--- src/sv/lr_pkg.sv ---
// shared constants and types for the line rasteriser
package lr_pkg;

	// default coordinate width of the tile
	localparam int COORD_BITS_DEF = 6;

	// depth of the segment queue between setup and stepping
	localparam int QUEUE_DEPTH = 2;

	// direction flags of one set-up segment
	typedef struct packed {
		logic x_major;
		logic x_neg;
	} lr_dir_t;

	localparam int DIR_BITS = $bits(lr_dir_t);

endpackage

--- src/sv/line_rasterizer.sv ---
// top level of the tile line rasteriser
//
// takes one segment per input beat on the s_ group and emits its pixels,
// one per output beat on the m_ group, in drawing order; tlast marks the
// final pixel of each segment. endpoints are ordered so y rises (x rises on
// a horizontal segment); the far endpoint is not drawn, so a segment of
// major-axis span N gives N beats and a zero-length segment gives none.
// the setup stage registers the ordered, classified segment and pushes it
// into a two-entry queue; the stepper pops one segment at a time and walks
// it with the integer midpoint decision, one pixel per cycle while the
// receiver takes them. a segment passes the setup register, the queue and
// the stepper before its first pixel lands in the output register; the
// stepper loads the next segment from the queue only after the last pixel
// of the current one; input beats are taken one per cycle while the queue
// has room.
// reset clears the setup stage, queue and stepper; nothing is in flight.
// when the receiver stalls the output register holds its pixel, the stepper
// waits, and the queue and setup stage fill before s_tready drops.
module line_rasterizer
	import lr_pkg::*;
#(
	parameter int COORD_BITS = COORD_BITS_DEF,
	localparam int IN_W      = ((4 * COORD_BITS + 7) / 8) * 8,
	localparam int OUT_W     = ((2 * COORD_BITS + 7) / 8) * 8,
	localparam int DESC_W    = 4 * COORD_BITS + DIR_BITS
) (
	input  logic             clk,
	input  logic             arst_n,
	input  logic             s_tvalid,
	output logic             s_tready,
	input  logic [IN_W-1:0]  s_tdata,   // start_x, start_y, end_x, end_y, zero pad
	output logic             m_tvalid,
	input  logic             m_tready,
	output logic [OUT_W-1:0] m_tdata,   // pixel_x, pixel_y, zero pad
	output logic             m_tlast    // last_pixel
);

	// setup stage to queue
	logic              su_valid, su_ready;
	logic [DESC_W-1:0] su_data;

	// queue to stepper
	logic              q_valid, q_ready;
	logic [DESC_W-1:0] q_data;

	// ordering, span and octant classification
	lr_setup #(
		.COORD_BITS (COORD_BITS)
	) u_setup (
		.clk        (clk),
		.arst_n     (arst_n),
		.s_tvalid   (s_tvalid),
		.s_tready   (s_tready),
		.s_tdata    (s_tdata),
		.desc_valid (su_valid),
		.desc_ready (su_ready),
		.desc_data  (su_data)
	);

	// decouples segment intake from pixel stepping
	lr_queue #(
		.WIDTH (DESC_W),
		.DEPTH (QUEUE_DEPTH)
	) u_queue (
		.clk        (clk),
		.arst_n     (arst_n),
		.push_valid (su_valid),
		.push_ready (su_ready),
		.push_data  (su_data),
		.pop_valid  (q_valid),
		.pop_ready  (q_ready),
		.pop_data   (q_data)
	);

	// midpoint walker with its own output register
	lr_stepper #(
		.COORD_BITS (COORD_BITS)
	) u_stepper (
		.clk        (clk),
		.arst_n     (arst_n),
		.desc_valid (q_valid),
		.desc_ready (q_ready),
		.desc_data  (q_data),
		.m_tvalid   (m_tvalid),
		.m_tready   (m_tready),
		.m_tdata    (m_tdata),
		.m_tlast    (m_tlast)
	);

endmodule

--- src/sv/lr_setup.sv ---
// front end: takes a segment beat, orders endpoints and classifies the octant
module lr_setup
	import lr_pkg::*;
#(
	parameter int COORD_BITS = COORD_BITS_DEF,
	localparam int IN_W      = ((4 * COORD_BITS + 7) / 8) * 8,
	localparam int DESC_W    = 4 * COORD_BITS + DIR_BITS
) (
	input  logic              clk,
	input  logic              arst_n,
	input  logic              s_tvalid,
	output logic              s_tready,
	input  logic [IN_W-1:0]   s_tdata,
	output logic              desc_valid,
	input  logic              desc_ready,
	output logic [DESC_W-1:0] desc_data
);

	localparam int CB = COORD_BITS;

	logic [CB-1:0] xa, ya, xb, yb;
	logic [CB-1:0] x0, y0, x1, y1;
	logic [CB-1:0] adx, dy, major, minor;
	logic          swap;
	lr_dir_t       dir;

	logic              valid_s1;
	logic [DESC_W-1:0] desc_s1;

	assign xa = s_tdata[CB-1:0];
	assign ya = s_tdata[2*CB-1:CB];
	assign xb = s_tdata[3*CB-1:2*CB];
	assign yb = s_tdata[4*CB-1:3*CB];

	always_comb begin
		// y rises; on a horizontal segment x rises
		swap = (ya > yb) || ((ya == yb) && (xa > xb));
		x0 = swap ? xb : xa;
		y0 = swap ? yb : ya;
		x1 = swap ? xa : xb;
		y1 = swap ? ya : yb;
		dir.x_neg = (x1 < x0);
		adx = dir.x_neg ? (x0 - x1) : (x1 - x0);
		dy = y1 - y0;
		// slope +1 goes x-major, slope -1 goes y-major
		dir.x_major = (dy == '0) || (adx > dy) || ((adx == dy) && !dir.x_neg);
		major = dir.x_major ? adx : dy;
		minor = dir.x_major ? dy : adx;
	end

	assign s_tready   = !valid_s1 || desc_ready;
	assign desc_valid = valid_s1;
	assign desc_data  = desc_s1;

	always_ff @(posedge clk or negedge arst_n) begin
		if (!arst_n) begin
			valid_s1 <= 1'b0;
		end else if (s_tready) begin
			// zero-length segments produce nothing and are dropped here
			valid_s1 <= s_tvalid && (major != '0);
		end
	end

	always_ff @(posedge clk) begin
		if (s_tready && s_tvalid) begin
			desc_s1 <= {dir, minor, major, y0, x0};
		end
	end

endmodule

--- src/sv/lr_queue.sv ---
// small register queue holding set-up segments
module lr_queue
	import lr_pkg::*;
#(
	parameter int WIDTH = 8,
	parameter int DEPTH = QUEUE_DEPTH
) (
	input  logic             clk,
	input  logic             arst_n,
	input  logic             push_valid,
	output logic             push_ready,
	input  logic [WIDTH-1:0] push_data,
	output logic             pop_valid,
	input  logic             pop_ready,
	output logic [WIDTH-1:0] pop_data
);

	localparam int PTR_W = (DEPTH > 1) ? $clog2(DEPTH) : 1;
	localparam int CNT_W = $clog2(DEPTH + 1);

	logic [WIDTH-1:0] mem_q [DEPTH];
	logic [PTR_W-1:0] wr_ptr_q, rd_ptr_q;
	logic [CNT_W-1:0] count_q;
	logic             do_push, do_pop;

	assign push_ready = (count_q != CNT_W'(DEPTH));
	assign pop_valid  = (count_q != '0);
	assign pop_data   = mem_q[rd_ptr_q];
	assign do_push    = push_valid && push_ready;
	assign do_pop     = pop_valid && pop_ready;

	always_ff @(posedge clk or negedge arst_n) begin
		if (!arst_n) begin
			wr_ptr_q <= '0;
			rd_ptr_q <= '0;
			count_q  <= '0;
		end else begin
			if (do_push) begin
				wr_ptr_q <= (wr_ptr_q == PTR_W'(DEPTH - 1)) ? '0 : wr_ptr_q + 1'b1;
			end
			if (do_pop) begin
				rd_ptr_q <= (rd_ptr_q == PTR_W'(DEPTH - 1)) ? '0 : rd_ptr_q + 1'b1;
			end
			if (do_push && !do_pop) begin
				count_q <= count_q + 1'b1;
			end else if (do_pop && !do_push) begin
				count_q <= count_q - 1'b1;
			end
		end
	end

	always_ff @(posedge clk) begin
		if (do_push) begin
			mem_q[wr_ptr_q] <= push_data;
		end
	end

endmodule

--- src/sv/lr_stepper.sv ---
// back end: midpoint walk of a segment, one pixel a cycle unless stalled
module lr_stepper
	import lr_pkg::*;
#(
	parameter int COORD_BITS = COORD_BITS_DEF,
	localparam int OUT_W     = ((2 * COORD_BITS + 7) / 8) * 8,
	localparam int DESC_W    = 4 * COORD_BITS + DIR_BITS
) (
	input  logic              clk,
	input  logic              arst_n,
	input  logic              desc_valid,
	output logic              desc_ready,
	input  logic [DESC_W-1:0] desc_data,
	output logic              m_tvalid,
	input  logic              m_tready,
	output logic [OUT_W-1:0]  m_tdata,
	output logic              m_tlast
);

	localparam int CB = COORD_BITS;
	localparam int DW = COORD_BITS + 3;

	lr_dir_t              ld_dir;
	logic [CB-1:0]        ld_x0, ld_y0, ld_major, ld_minor;

	logic                 busy_q;
	lr_dir_t              dir_q;
	logic [CB-1:0]        x_q, y_q, cnt_q;
	logic signed [DW-1:0] dec_q, inc_pos_q, inc_neg_q;
	logic                 emit;
	logic                 dec_pos;
	logic [CB-1:0]        x_step, y_step;

	logic                 out_valid_q, out_last_q;
	logic [CB-1:0]        out_x_q, out_y_q;

	assign {ld_dir, ld_minor, ld_major, ld_y0, ld_x0} = desc_data;

	assign desc_ready = !busy_q;
	assign emit       = busy_q && (!out_valid_q || m_tready);
	assign dec_pos    = (dec_q > 0);
	assign x_step     = dir_q.x_neg ? (x_q - CB'(1)) : (x_q + CB'(1));
	assign y_step     = y_q + CB'(1);

	always_ff @(posedge clk or negedge arst_n) begin
		if (!arst_n) begin
			busy_q      <= 1'b0;
			out_valid_q <= 1'b0;
		end else begin
			if (!busy_q) begin
				busy_q <= desc_valid;
			end else if (emit && (cnt_q == CB'(1))) begin
				busy_q <= 1'b0;
			end
			if (emit) begin
				out_valid_q <= 1'b1;
			end else if (m_tready) begin
				out_valid_q <= 1'b0;
			end
		end
	end

	always_ff @(posedge clk) begin
		if (!busy_q) begin
			dir_q     <= ld_dir;
			x_q       <= ld_x0;
			y_q       <= ld_y0;
			cnt_q     <= ld_major;
			dec_q     <= DW'({2'b00, ld_minor, 1'b0}) - DW'({3'b000, ld_major});
			inc_neg_q <= DW'({2'b00, ld_minor, 1'b0});
			inc_pos_q <= DW'({2'b00, ld_minor, 1'b0}) - DW'({2'b00, ld_major, 1'b0});
		end else if (emit) begin
			cnt_q <= cnt_q - CB'(1);
			// major axis always steps, minor axis when the decision is positive
			if (dir_q.x_major) begin
				x_q <= x_step;
				if (dec_pos) begin
					y_q <= y_step;
				end
			end else begin
				y_q <= y_step;
				if (dec_pos) begin
					x_q <= x_step;
				end
			end
			dec_q <= dec_q + (dec_pos ? inc_pos_q : inc_neg_q);
		end
		if (emit) begin
			out_x_q    <= x_q;
			out_y_q    <= y_q;
			out_last_q <= (cnt_q == CB'(1));
		end
	end

	assign m_tvalid = out_valid_q;
	assign m_tdata  = OUT_W'({out_y_q, out_x_q});
	assign m_tlast  = out_last_q;

	a_busy_count : assert property (@(posedge clk) disable iff (!arst_n)
		busy_q |-> (cnt_q != '0))
		else $error("stepper busy with no pixels left");

	a_last_ends : assert property (@(posedge clk) disable iff (!arst_n)
		(emit && (cnt_q == CB'(1))) |=> (!busy_q && m_tvalid && m_tlast))
		else $error("final pixel did not end the segment");

	a_no_early_last : assert property (@(posedge clk) disable iff (!arst_n)
		(emit && (cnt_q != CB'(1))) |=> (busy_q && !m_tlast))
		else $error("segment ended before its span");

endmodule

--- config.mk ---
export PLATFORM = sky130hd
export DESIGN_NAME = line_rasterizer
export DESIGN_NICKNAME = d
export VERILOG_FILES = /design/src/sv/lr_pkg.sv /design/src/sv/line_rasterizer.sv /design/src/sv/lr_setup.sv /design/src/sv/lr_queue.sv /design/src/sv/lr_stepper.sv
export SDC_FILE = /design/constraint.sdc
export NUM_CORES = 1
export LEC_CHECK = 0
export BUFFER_PORTS_ARGS = -buffer_cell sky130_fd_sc_hd__buf_2
export CAP_MARGIN = 25
export CORE_MARGIN = 4
export CORE_UTILIZATION = 40
export DETAILED_ROUTE_END_ITERATION = 7
export SLEW_MARGIN = 5
export SYNTH_ARGS = -nofsm -noshare
export SYNTH_HDL_FRONTEND = slang
export SYNTH_SLANG_ARGS = --single-unit
--- constraint.sdc ---
create_clock -name clk -period 5.3 [get_ports clk]
set_input_delay 0.53 -clock clk [delete_from_list [all_inputs] [get_ports clk]]
set_output_delay 0.53 -clock clk [all_outputs]
set_load 0.03 [all_outputs]
==> qor.txt <==
================================================================================
Accumulated negative setup slack ..................................         0 ps
Cell type contributing the most total cell area after synthesis ... sky130_fd_sc_hd__edfxtp_1
Detailed Route WL .................................................     15300 um
First element of the critical path ................................  s_tdata[16]
Detailed placement HPWL ...........................................     11700 um
Switching power summed over all nets ..............................      1.59 mW
Post-synthesis cell type count ....................................           68
Crit path kind ....................................................    in -> reg
Number of buffers on the longest clock path .......................            2
Leading cell types in the layout, fill and taps excluded .......... 133 x sky130_fd_sc_hd__edfxtp_1, 52 x sky130_fd_sc_hd__nand2_1, 47 x sky130_fd_sc_hd__ha_1
Initial antenna violation count ...................................            0
Flip-flop cell with the highest count after synthesis ............. sky130_fd_sc_hd__edfxtp_1
Endpoint class of the critical path ...............................    flip-flop
Post-synthesis async set-or-reset flop share ......................        5.00%
Count of clock tree sinks .........................................          140
R2R Path End ...................................................... u_stepper.dec_q[8]
Worst skew pair latency ...........................................       410 ps
Max-slew violation count ..........................................            0
Starting utilization of the core area .............................        40.7%
Number of synthesized register bits ...............................          140
Post-layout instance area .........................................     8910 um2
Critical path data required time ..................................      5540 ps
Max Clk Rate ......................................................    0.202 GHz
Warnings, synthesis ...............................................            0
Fill cell count ...................................................         1688
Layout cells sized above 1 ........................................        17.4%
Startpoint types ..................................................   input port
Via count .........................................................         4994
TritonRoute pass-1 iters ..........................................            5
Number of setup buffers added after CTS ...........................            0
Number of max-cap violations ......................................            0
Number of H-tree levels ...........................................            4
Area growth from synthesis to layout ..............................        16.6%
Clock group share of total power ..................................        24.5%
Combined area of all synthesized cells ............................     7640 um2
Number of flops mapped to enable cells by yosys ...................          133
Post-synthesis cell count .........................................          642
Type of the worst min-delay path ..................................    in -> reg
Shortest clock period the worst path allows after layout ..........      4940 ps
Port Buf Inserts ..................................................           42
Worst Setup Slack post-DPL ........................................      -121 ps
Startpoint of the worst register-to-register path ................. u_queue.rd_ptr_q
Hold violation count in the final report ..........................            0
Clk root buf ...................................................... sky130_fd_sc_hd__clkbuf_16
Slew of the pin with the lowest slew margin .......................       905 ps
Combinational group share of total power ..........................        37.2%
Proportion of total power due to net switching ....................        32.5%
Wire length per cell ..............................................      16.0 um
CP Data Arrival Time ..............................................      5180 ps
CTS tree ..........................................................        built
Highest ir drop seen on vdd .......................................   0.000261 V
Critical path destination ......................................... u_setup.desc_data[20]
Power share of the sequential group ...............................        38.2%
Final standard cell count with taps included and fillers excluded .          958
Register area share after synthesis ...............................        54.5%
Max FO, Critical Path .............................................            8
Reg clk slew, reported paths ......................................        50 ps
Remaining DRCs ....................................................            0
Utilization of the core after routing .............................        47.5%
CP dominant cell by count ......................................... sky130_fd_sc_hd__inv_1
Worst Reg2Reg Path Length in Cells ................................           11
Setup slack on the worst flop-to-flop path ........................      2080 ps
Most common library cell in the layout ignoring fill and taps ..... sky130_fd_sc_hd__edfxtp_1
Syn avg cell area .................................................     11.9 um2
Relative slew slack ...............................................        39.1%
Pin count of the biggest net entering global routing ..............           50
Chain of cells forming the critical path .......................... buf_2 > inv_1 > ha_1 > nand2_1 > nor2_1 > nand3_1 > o211a_1 > buf_4 > or4_4 > and2_1 > o211a_1 > or2_1 > xor2_1 > inv_1 > ha_1 > and4_1 > a21oi_1 > a21boi_0 > o32a_1 > a31oi_4 > buf_4 > inv_1 > o21ai_0
Post-Route Hold Slack .............................................       423 ps
Placement Rows ....................................................           50
Global route total overflow .......................................            0
Routability Congestion ............................................        0.870
Chip height .......................................................       146 um
Worst-path cell with the longest stage delay ...................... sky130_fd_sc_hd__or4_4
Initial DRC count .................................................          265
Share of Yosys cell area claimed by the top area cell type ........        52.3%
Total routing usage reported by global routing ....................        15.1%
Total I/O pin count ...............................................           47
Instance count on the critical path ...............................           23
Final clock skew ..................................................      8.94 ps
Final period utilization ..........................................        93.2%
Worst setup slack after layout ....................................       359 ps
Clock buffers created by TritonCTS ................................           17
Layout net count ..................................................          791
Total power of the final layout ...................................      4.90 mW
Cell type group with the largest total delay on the critical path . simple AND/OR/NAND/NOR gates
Power density relative to cell area ...............................   550 nW/um2
Highest cell delay on the worst timing path .......................       520 ps
Total Die Area ....................................................    21400 um2
Cells taking the most area after synthesis ........................ sky130_fd_sc_hd__edfxtp_1 52%, sky130_fd_sc_hd__ha_1 7.7%, sky130_fd_sc_hd__mux2i_1 3.8%
Pint ..............................................................      3.31 mW
Final setup violating endpoints ...................................            0
Die width .........................................................       146 um
Run status ........................................................    completed
Diodes inserted ...................................................            0
Core outline area .................................................    18800 um2
First-pass GRT wire length ........................................     26000 um
Dpl cells .........................................................          925
Remaining antenna violation count .................................            0
Via density per instance ..........................................         5.21
Setup repair after global routing missed its margin ...............           no
Pleak .............................................................      3.62 nW
Number of buffers and inverters on the critical path ..............            6
Number of global-route vias before repair .........................         5226
Placed cell area ..................................................     8270 um2
================================================================================
[metal layers]
layer  up-vias  share of wire [%]  GRT usage, %  routed length (um)
met5         -                  0             0                   0
met4         0                1.5          5.17                 232
met3        20                2.9          3.04                 448
met2        93                 49          25.7                7450
met1      2369                 47          19.3                7210
li1       2512                  -             -                   -
[cell families after synthesis]
kind of cell,synth area share [%]
buf+inv,3.65
other cells,0.0491
simple gates,9.95
flops,54.5
xor+xnor,4.24
fa+ha+maj,8.74
compound gates,12.5
mux,6.35
[worst reg2reg max path, delay by kind of cell, from the launching register on]
kind	cells	cell delay (ps)
buf+inv	2	180
fa+ha+maj	1	310
simple gates	2	440
compound gates	5	870
mux	1	510
flops	1	780
[power groups by stage]
| stage | clock (mW) | combinational [mW] | sequential (mW) |
|---|---|---|---|
| after floorplan | 0 | 1.35 | 1.87 |
| after global placement | 0 | 1.76 | 1.89 |
| after detailed placement | 0 | 1.81 | 1.90 |
| after CTS | 1.22 | 1.84 | 1.88 |
| after global routing | 1.28 | 2.07 | 1.91 |
| final | 1.20 | 1.82 | 1.87 |
[state kept, by name (all words and copies together) (netlist names)]
name	cells
u_stepper.dir_q	2
u_stepper.x_q	6
u_stepper.out_y_q	6
u_stepper.m_tvalid	1
u_queue.rd_ptr_q	1
u_setup.desc_valid	1
u_stepper.busy_q	1
u_stepper.out_x_q	6
u_queue.wr_ptr_q	1
u_queue.count_q	2
u_stepper.inc_pos_q	7
u_stepper.inc_neg_q	6
u_queue.mem_q	52
u_stepper.dec_q	9
u_setup.desc_data	26
u_stepper.m_tlast	1
u_stepper.cnt_q	6
u_stepper.y_q	6
[layout make-up]
type                            count  area (um2)  share of cell area [%]
Timing Repair Buffer               69         430                    4.83
Multi-Input combinational cell    437        3240                    36.3
Sequential cell                   140        4170                    46.8
Tap cell                          234         293                    3.29
Clock buffer                       18         429                    4.82
Clock inverter                     13         175                    1.97
Inverter                           47         176                    1.98
[cell usage after synthesis, drive strengths merged (2+ instances only)]
| master | count |
|---|---|
| clkbuf | 11 |
| a21oi | 41 |
| mux2i | 29 |
| and4 | 4 |
| a21o | 10 |
| o22ai | 4 |
| o221ai | 2 |
| nor2b | 15 |
| nand4 | 2 |
| o21a | 7 |
| nand2 | 52 |
| o31ai | 3 |
| edfxtp | 133 |
| o211ai | 2 |
| and3 | 3 |
| a211oi | 5 |
| buf | 10 |
| fa | 4 |
| mux2 | 17 |
| a21boi | 5 |
| ha | 47 |
| xor2 | 15 |
| dfrtp | 7 |
| or2 | 3 |
| o21bai | 4 |
| nand3 | 8 |
| xnor2 | 22 |
| nor2 | 33 |
| and2 | 5 |
| nor3 | 9 |
| a32oi | 2 |
| o21ai | 42 |
| or3 | 2 |
| o311a | 2 |
| o32a | 2 |
| a221o | 2 |
| nor4 | 3 |
| a31oi | 4 |
| nand2b | 9 |
| inv | 46 |
| o211a | 3 |
[how the worst min path moves through the flow]
stage	start	end	slack, ps	cells after the start
after floorplan	arst_n	u_queue.count_q[0]	230	0
after detailed placement	arst_n	u_stepper.busy_q	390	1
after CTS	s_tvalid	u_setup.desc_valid	400	3
after global routing	s_tvalid	u_setup.desc_valid	440	3
final	s_tvalid	u_setup.desc_valid	420	3
after global placement	arst_n	u_stepper.m_tvalid	380	1
[what timing repair did]
item,in CTS,in global routing
hold endpoints to repair,7,0
setup endpoints to repair,0,1
resized for setup,0,1
hold buffers,1,0
No activity file was read; power rests on OpenSTA's default activity.
